<file path="config.mk">
export PLATFORM = sky130hd
export DESIGN_NAME = teletext_x26_triplet_decoder_unit_flat
export DESIGN_NICKNAME = d
export VERILOG_FILES = /design/src/rtl/tx26_pkg.sv /design/src/rtl/tx26_if.sv /design/src/rtl/teletext_x26_triplet_decoder_unit.sv /design/src/flat_wrapper.sv
export SDC_FILE = /design/constraint.sdc
export NUM_CORES = 1
export LEC_CHECK = 0
export ABC_AREA = 1
export BUFFER_PORTS_ARGS = -buffer_cell sky130_fd_sc_hd__buf_2
export CORE_ASPECT_RATIO = 1.4
export CORE_MARGIN = 8
export CORE_UTILIZATION = 55
export DETAILED_ROUTE_END_ITERATION = 12
export PLACE_DENSITY = 0.77
export SETUP_SLACK_MARGIN = 0.3
export SYNTH_ARGS = -nofsm -noshare
export SYNTH_HDL_FRONTEND = slang
export SYNTH_SLANG_ARGS = --single-unit
</file>
<file path="constraint.sdc">
create_clock -name clk -period 4.4 [get_ports clk]
set_input_delay 0.44 -clock clk [delete_from_list [all_inputs] [get_ports clk]]
set_output_delay 0.44 -clock clk [all_outputs]
set_load 0.01 [all_outputs]
</file>
<file path="src/rtl/tx26_pkg.sv">
// ----------------------------------------------------------------------------
// tx26_pkg
// Shared constants and Hamming 24/18 helpers for the X/26 triplet decoder.
// ----------------------------------------------------------------------------
package tx26_pkg;

	localparam int unsigned RawW   = 24;
	localparam int unsigned DataW  = 18;
	localparam int unsigned SynW   = 7;
	localparam int unsigned RowW   = 5;
	localparam int unsigned ColW   = 6;
	localparam int unsigned CodeW  = 7;
	localparam int unsigned ModeW  = 5;
	localparam int unsigned DiacW  = 4;

	// triplet address split and special rows
	localparam logic [ColW-1:0] RowGroupFirst = 6'd40;
	localparam logic [RowW-1:0] LastRow       = 5'd24;

	// triplet mode codes
	localparam logic [ModeW-1:0] ModeSetActive = 5'h04;
	localparam logic [ModeW-1:0] ModeG2Char    = 5'h0F;
	localparam logic [ModeW-1:0] ModeDiacFirst = 5'h11;
	localparam logic [ModeW-1:0] ModeDiacLast  = 5'h1F;

	// lowest printable G2 code
	localparam logic [CodeW-1:0] G2CodeMin = 7'd32;

	// kinds of character write
	localparam logic KindG2   = 1'b0;
	localparam logic KindDiac = 1'b1;

	// syndrome: bit k (k < 23) contributes k + 33, bit 23 contributes 32
	function automatic logic [SynW-1:0] tx26_syndrome(input logic [RawW-1:0] word);
		logic [SynW-1:0] syn;
		syn = '0;
		for (int k = 0; k < RawW - 1; k++) begin
			if (word[k]) begin
				syn = syn ^ SynW'(k + 33);
			end
		end
		if (word[RawW-1]) begin
			syn = syn ^ SynW'(32);
		end
		return syn;
	endfunction

	// true when the triplet holds a double error
	function automatic logic tx26_uncorrectable(input logic [SynW-1:0] syn);
		return (syn[4:0] != 5'h1F) && syn[5];
	endfunction

	// flip the bit that the syndrome points at, then pack the data bits
	function automatic logic [DataW-1:0] tx26_extract(input logic [RawW-1:0] word,
			input logic [SynW-1:0] syn);
		logic [RawW-1:0] fixed;
		fixed = word;
		if (syn[4:0] != 5'h1F) begin
			for (int i = 0; i < RawW; i++) begin
				if (syn[4:0] == 5'(30 - i)) begin
					fixed[i] = ~word[i];
				end
			end
		end
		return {fixed[22:16], fixed[14:8], fixed[6:4], fixed[2]};
	endfunction

endpackage

</file>
<file path="src/rtl/tx26_if.sv">
// ----------------------------------------------------------------------------
// tx26 channel interfaces
// Valid/ready channels for incoming triplets and outgoing character writes.
// ----------------------------------------------------------------------------

// incoming raw triplets
interface tx26_trip_if;
	logic        valid;
	logic        ready;
	logic [23:0] triplet_raw;
	logic        packet_start;

	modport source (output valid, triplet_raw, packet_start, input ready);
	modport sink   (input valid, triplet_raw, packet_start, output ready);
endinterface

// outgoing character writes
interface tx26_char_if;
	logic       valid;
	logic       ready;
	logic [4:0] char_row;
	logic [5:0] char_column;
	logic [6:0] char_code;
	logic       char_kind;
	logic [3:0] diacritic;

	modport source (output valid, char_row, char_column, char_code, char_kind, diacritic,
		input ready);
	modport sink   (input valid, char_row, char_column, char_code, char_kind, diacritic,
		output ready);
endinterface

</file>
<file path="src/rtl/teletext_x26_triplet_decoder_unit.sv">
// ----------------------------------------------------------------------------
// teletext_x26_triplet_decoder_unit
// Hamming 24/18 correction of X/26 triplets, active row tracking and
// emission of G2 and diacritic character writes.
// ----------------------------------------------------------------------------
// path: an accepted triplet moves through the input register and then the
//   output register before its write is valid on the output
// throughput: one triplet per cycle (single decode stage) unless a write stalls
// reset: clears the input and output valid flags, the active row and the
//   stop flag; payload registers are not reset
module teletext_x26_triplet_decoder_unit
	import tx26_pkg::*;
(
	input  logic               clk,
	input  logic               arst_n,
	tx26_trip_if.sink          triplets,
	tx26_char_if.source        writes
);

	// input register
	logic               valid_s1;
	logic [RawW-1:0]    raw_s1;
	logic               start_s1;

	// decoder state
	logic [RowW-1:0]    active_row_q;
	logic               stopped_q;

	// output register
	logic               out_valid_q;
	logic [RowW-1:0]    char_row_q;
	logic [ColW-1:0]    char_column_q;
	logic [CodeW-1:0]   char_code_q;
	logic               char_kind_q;
	logic [DiacW-1:0]   diacritic_q;

	// decode results
	logic               has_result;
	logic [RowW-1:0]    row_next;
	logic               stopped_next;
	logic [ColW-1:0]    addr;
	logic [ModeW-1:0]   mode;
	logic [CodeW-1:0]   code;
	logic               out_adv;
	logic               s1_fire;

	// handshake and stage movement
	assign out_adv        = !out_valid_q || writes.ready;
	assign s1_fire        = valid_s1 && (!has_result || out_adv);
	assign triplets.ready = !valid_s1 || s1_fire;

	// decode of the item held in the input register
	always_comb begin
		logic [SynW-1:0]  syn;
		logic [DataW-1:0] dec;
		logic [RowW-1:0]  row_base;
		logic             stop_base;
		logic             diac_mode;
		syn       = tx26_syndrome(raw_s1);
		dec       = tx26_extract(raw_s1, syn);
		addr      = dec[5:0];
		mode      = dec[10:6];
		code      = dec[17:11];
		row_base  = start_s1 ? '0 : active_row_q;
		stop_base = start_s1 ? 1'b0 : stopped_q;
		diac_mode = (mode >= ModeDiacFirst) && (mode <= ModeDiacLast);

		has_result   = 1'b0;
		row_next     = row_base;
		stopped_next = stop_base;
		if (!stop_base && !tx26_uncorrectable(syn)) begin
			if (addr >= RowGroupFirst) begin
				// row group: set active position or termination
				if (mode == ModeSetActive) begin
					row_next = (addr == RowGroupFirst) ? LastRow
						: RowW'(addr - RowGroupFirst);
				end else if (diac_mode) begin
					stopped_next = 1'b1;
				end
			end else begin
				// column group: character writes
				if (mode == ModeG2Char) begin
					has_result = (code >= G2CodeMin);
				end else if (diac_mode) begin
					has_result = 1'b1;
				end
			end
		end
	end

	// input register
	always_ff @(posedge clk or negedge arst_n) begin
		if (!arst_n) begin
			valid_s1 <= 1'b0;
		end else if (triplets.ready) begin
			valid_s1 <= triplets.valid;
		end
	end

	always_ff @(posedge clk) begin
		if (triplets.ready && triplets.valid) begin
			raw_s1   <= triplets.triplet_raw;
			start_s1 <= triplets.packet_start;
		end
	end

	// row and stop state, updated as each item leaves the input register
	always_ff @(posedge clk or negedge arst_n) begin
		if (!arst_n) begin
			active_row_q <= '0;
			stopped_q    <= 1'b0;
		end else if (s1_fire) begin
			active_row_q <= row_next;
			stopped_q    <= stopped_next;
		end
	end

	// output register
	always_ff @(posedge clk or negedge arst_n) begin
		if (!arst_n) begin
			out_valid_q <= 1'b0;
		end else if (out_adv) begin
			out_valid_q <= s1_fire && has_result;
		end
	end

	always_ff @(posedge clk) begin
		if (out_adv && s1_fire && has_result) begin
			char_row_q    <= row_next;
			char_column_q <= addr;
			char_code_q   <= code;
			if (mode == ModeG2Char) begin
				char_kind_q <= KindG2;
				diacritic_q <= '0;
			end else begin
				char_kind_q <= KindDiac;
				diacritic_q <= DiacW'(mode - ModeDiacFirst);
			end
		end
	end

	assign writes.valid       = out_valid_q;
	assign writes.char_row    = char_row_q;
	assign writes.char_column = char_column_q;
	assign writes.char_code   = char_code_q;
	assign writes.char_kind   = char_kind_q;
	assign writes.diacritic   = diacritic_q;

	// checks on decoder behaviour
	a_row_range: assert property (@(posedge clk) disable iff (!arst_n)
		active_row_q <= LastRow)
		else $error("active row out of range");

	a_stopped_silent: assert property (@(posedge clk) disable iff (!arst_n)
		(valid_s1 && stopped_q && !start_s1) |-> !has_result)
		else $error("write produced while stopped");

	a_g2_fields: assert property (@(posedge clk) disable iff (!arst_n)
		(out_valid_q && (char_kind_q == KindG2)) |->
		(diacritic_q == '0) && (char_code_q >= G2CodeMin))
		else $error("bad G2 write fields");

	a_column_range: assert property (@(posedge clk) disable iff (!arst_n)
		out_valid_q |-> (char_column_q < RowGroupFirst))
		else $error("write column in row group");

	a_stall_cause: assert property (@(posedge clk) disable iff (!arst_n)
		!triplets.ready |-> (valid_s1 && has_result && out_valid_q && !writes.ready))
		else $error("input stalled without a blocked write");

endmodule
</file>
<file path="src/flat_wrapper.sv">
// flat-port wrapper written by rule: the top's interface ports become plain ports
module teletext_x26_triplet_decoder_unit_flat import tx26_pkg::*;
  (clk, arst_n, triplets_valid, triplets_triplet_raw, triplets_packet_start, triplets_ready, writes_valid, writes_char_row, writes_char_column, writes_char_code, writes_char_kind, writes_diacritic, writes_ready);
  tx26_trip_if triplets_i ();
  tx26_char_if writes_i ();
  input  logic clk;
  input  logic arst_n;
  input wire logic [$bits(triplets_i.valid)-1:0] triplets_valid;
  input wire logic [$bits(triplets_i.triplet_raw)-1:0] triplets_triplet_raw;
  input wire logic [$bits(triplets_i.packet_start)-1:0] triplets_packet_start;
  output wire logic [$bits(triplets_i.ready)-1:0] triplets_ready;
  output wire logic [$bits(writes_i.valid)-1:0] writes_valid;
  output wire logic [$bits(writes_i.char_row)-1:0] writes_char_row;
  output wire logic [$bits(writes_i.char_column)-1:0] writes_char_column;
  output wire logic [$bits(writes_i.char_code)-1:0] writes_char_code;
  output wire logic [$bits(writes_i.char_kind)-1:0] writes_char_kind;
  output wire logic [$bits(writes_i.diacritic)-1:0] writes_diacritic;
  input wire logic [$bits(writes_i.ready)-1:0] writes_ready;
  assign triplets_i.valid = triplets_valid;
  assign triplets_i.triplet_raw = triplets_triplet_raw;
  assign triplets_i.packet_start = triplets_packet_start;
  assign triplets_ready = triplets_i.ready;
  assign writes_valid = writes_i.valid;
  assign writes_char_row = writes_i.char_row;
  assign writes_char_column = writes_i.char_column;
  assign writes_char_code = writes_i.char_code;
  assign writes_char_kind = writes_i.char_kind;
  assign writes_diacritic = writes_i.diacritic;
  assign writes_i.ready = writes_ready;
  teletext_x26_triplet_decoder_unit u_core (.clk(clk), .arst_n(arst_n), .triplets(triplets_i), .writes(writes_i));
endmodule
</file>
==> impl_metrics.py <==
metrics = {
    "routing": {
        "route.detailed.drc": 0,
        "detail_route.vias_per_cell": 5.03,
        "final_antenna_net_count": 0,
        "drt_iter0_drc": 192,
        "drt_wl_total_mm": 8.91,
        "vias": 3369,
        "first_pass_iters": 4,
        "wl_per_cell_um": 13.3,
    },
    "layout": {
        "syn_to_final_growth_pct": 13.1,
        "nNetsFinal": 607,
        "drive_above_1_share_pct": 26.6,
        "n_antenna_cell": 0,
    },
    "logic_synthesis": {
        "seq_area_frac_synth_pct": 41.6,
        "synth_cell_types": 32,
        "synthCells": 510,
        "ys_warn_count": 0,
        "ys.flop_type": "edfxtp_1",
        "syn_area_um2": 3950,
        "syn_area_per_cell_um2": 7.75,
        "synth-edff-count": 48,
        "ys_ff_latch": 56,
        "syn-num-nets": 543,
        "synthTopCellsByArea": "edfxtp_1, nand2_1, nand3_1, dfrtp_1, inv_1",
        "yosys.area.top_type": "edfxtp_1",
        "async_flop_share_pct": 14.3,
        "synth_top_area_share_pct": 36.5,
    },
    "placement": {
        "dp.final_hpwl_mm": 7.27,
        "place.gp.congestion": 0.949,
        "io_buffers": 53,
    },
    "cts": {
        "cts_max_level": 2,
        "cts.path.max_buffers": 2,
        "clkTransAtPathRegs_ps": 110,
        "clockRootBuffer": "clkbuf_8",
        "cts_made_buffers": 5,
        "cts_sinks": 56,
        "cts_tree": "done",
        "worst_skew_pair.late_latency_ps": 320,
    },
    "global_routing": {
        "grt_pass1_vias": 3265,
        "grt.overflow.total": 0,
        "grtUsageTotal_pct": 18.3,
        "grt_pass1_wl_mm": 14.6,
        "grt-busiest-layer": "met2",
        "met3_usage_pct": 3.10,
        "gr-usage-met1_pct": 17.8,
        "antenna_found_initial": 0,
        "grt_max_degree": 26,
        "grt.met2_usage_pct": 34.3,
    },
    "outcome": {
        "status": "complete, no violations",
    },
    "power": {
        "totalPowerFinal_mw": 1.43,
        "cellPowerDensity_nw_per_um2": 321,
        "leakagePower_nw": 2.27,
        "vdd_drop_max_mv": 0.174,
    },
    "hold_path": {
        "hold_class": "in -> reg",
    },
    "critical_path": {
        "cp_slowest_cell": "edfxtp_1",
        "crit_buf_inv": 5,
        "crit_path_frequent_cell": "nand2_1",
        "required_ps": 3960,
        "startpoint_type": "flip-flop",
        "path_max_fanout": 6,
        "path_cells": "buf_4 -> nor2_1 -> nor2_2 -> nand2_1 -> nand2_1 -> nand3_1 -> nand2_1 -> nand2_1 -> nand2_2 -> inv_2 -> nor2_4 -> nand3_1 -> nand2_2 -> inv_1 -> ha_1 -> inv_1 -> nand3_1 -> nor2_1 -> nand2_1 -> nand3_1 -> nand2_1 -> nand4_2 -> buf_2",
        "critPathArrivalTime_ps": 3310,
        "critical_path_class": "reg -> out",
        "cpPeakStageDelay_ps": 480,
        "cp_top_family": "simple AND/OR/NAND/NOR gates",
        "crit_path_end_kind": "output pin",
    },
    "floorplan": {
        "design.die.area_um2": 10200,
        "core_um2": 6980,
        "fp.dieH_um": 116,
        "start_util_pct": 56.6,
        "io_pins": 54,
        "die_w_um": 87.6,
        "rows": 36,
    },
    "timing": {
        "setup_viol": 0,
        "hold_ws_ps": 288,
        "finalHoldViolCount": 0,
        "rsz0062_at_grt": "no",
        "clock.fmax_mhz": 267,
        "period_share_pct": 85.1,
        "fin_setup_tns_ps": 0,
        "skew_ps": 8.83,
        "finalCriticalPeriod_ps": 3750,
        "drv_slew": 0,
        "slew_headroom_pct": 67.5,
        "worstMarginPinSlew_ps": 487,
    },
    "job": {
        "cap_violations": 0,
    },
}
[cells in the mapped netlist (2+ instances only)]
cell type	number
nor2_1	27
inv_1	43
nand2_4	7
nor2_2	3
nand3b_1	2
edfxtp_1	48
buf_2	3
nand2_1	210
dfrtp_1	8
nand2_2	24
inv_2	19
ha_1	4
nand3_4	3
nand3_1	53
buf_6	3
o21bai_1	2
o21ai_0	6
o21ai_2	3
xnor2_1	8
xor2_1	11
nor2_4	11
buf_4	2
[layout make-up]
cell class                 count  area [um2]
fill                         598        2510
multi-input combinational    383        2020
sequential                    56        1640
timing repair buffer          65         355
inverter                      63         238
tap                           95         119
clock buffer                   5        68.8
clock inverter                 3        25.0
[final timing paths]
kind	startpoint	end	slack (ps)	depth (start not counted)
hold reg to reg	u_core.stopped_q$_DFFE_PN0P_	u_core.stopped_q$_DFFE_PN0P_	480	2
setup / recovery	u_core.raw_s1[13]$_DFFE_PP_	triplets_ready	650	23
min in group asynchronous	arst_n	u_core.active_row_q[0]$_DFFE_PN0P_	480	2
hold / removal	triplets_triplet_raw[16]	u_core.raw_s1[16]$_DFFE_PP_	290	1
setup reg to reg	u_core.raw_s1[13]$_DFFE_PP_	u_core.raw_s1[12]$_DFFE_PP_	810	25
max in group asynchronous	arst_n	u_core.stopped_q$_DFFE_PN0P_	3760	2
[power by group]
| group | internal [mW] | switching, mW |
|---|---|---|
| Combinational | 0.159 | 0.327 |
| Clock | 0.116 | 0.179 |
| Sequential | 0.625 | 0.0284 |
| Total | 0.900 | 0.535 |
[placed cells by master, fill, tap and decap left out, drive strengths merged]
master	instances
nand4	2
dlygate4sd3	1
buf	63
clkbuf	6
nand3	57
nand2	242
clkinvlp	1
xnor2	9
nand3b	2
edfxtp	48
dfrtp	8
nor2	42
o21ai	9
inv	64
a21boi	1
ha	4
clkinv	1
o21bai	2
xor2	12
a21oi	1
[per-layer routing]
metal  routed length [um]  vias to the layer above
li1                     -                     1722
met5                    0                        -
met3                  486                       28
met4                  472                        0
met2                 4630                      105
met1                 3320                     1514
[stage by stage]
stage          cell area, um2  setup WS [ps]  std cells  utilization (%)
2_1_floorplan            3950            656        510                -
3_3_place_gp             4290            773        652             61.4
3_5_place_dp             4290            648        652             61.4
4_1_cts                  4390            503        661             62.9
5_1_grt                  4470            318        670             64.0
6_report                 4470            654        670             64.0
[sequential cells by signal (all words and copies together), names as in the netlist]
signal,count
u_core.raw_s1,24
u_core.stopped_q,1
u_core.active_row_q,5
u_core.writes.char_kind,1
u_core.writes.char_row,5
u_core.writes.diacritic,4
u_core.writes.char_code,7
u_core.valid_s1,1
u_core.writes.char_column,6
u_core.start_s1,1
u_core.writes.valid,1
[kinds of logic (layout without fill, tap and decap cells)]
family | count (synthesis) | after routing | share of synthesized area [%]
AOI/OAI and AO/OA | 13 | 13 | 2.41
xor gates and xnor gates | 21 | 21 | 5.04
adders and majority gates | 4 | 4 | 1.27
buffers and inverters | 71 | 136 | 7.63
DFF | 56 | 56 | 41.6
and+or+nand+nor | 345 | 345 | 42.1
[repair_timing]
action / in CTS / in global routing
setup endpoints to repair: 0 / 26
setup buffers: 0 / 9
hold buffers: 1 / 0
hold endpoints to repair: 8 / 0
gates resized for setup: 0 / 3
No activity file was read; power rests on OpenSTA's default activity.
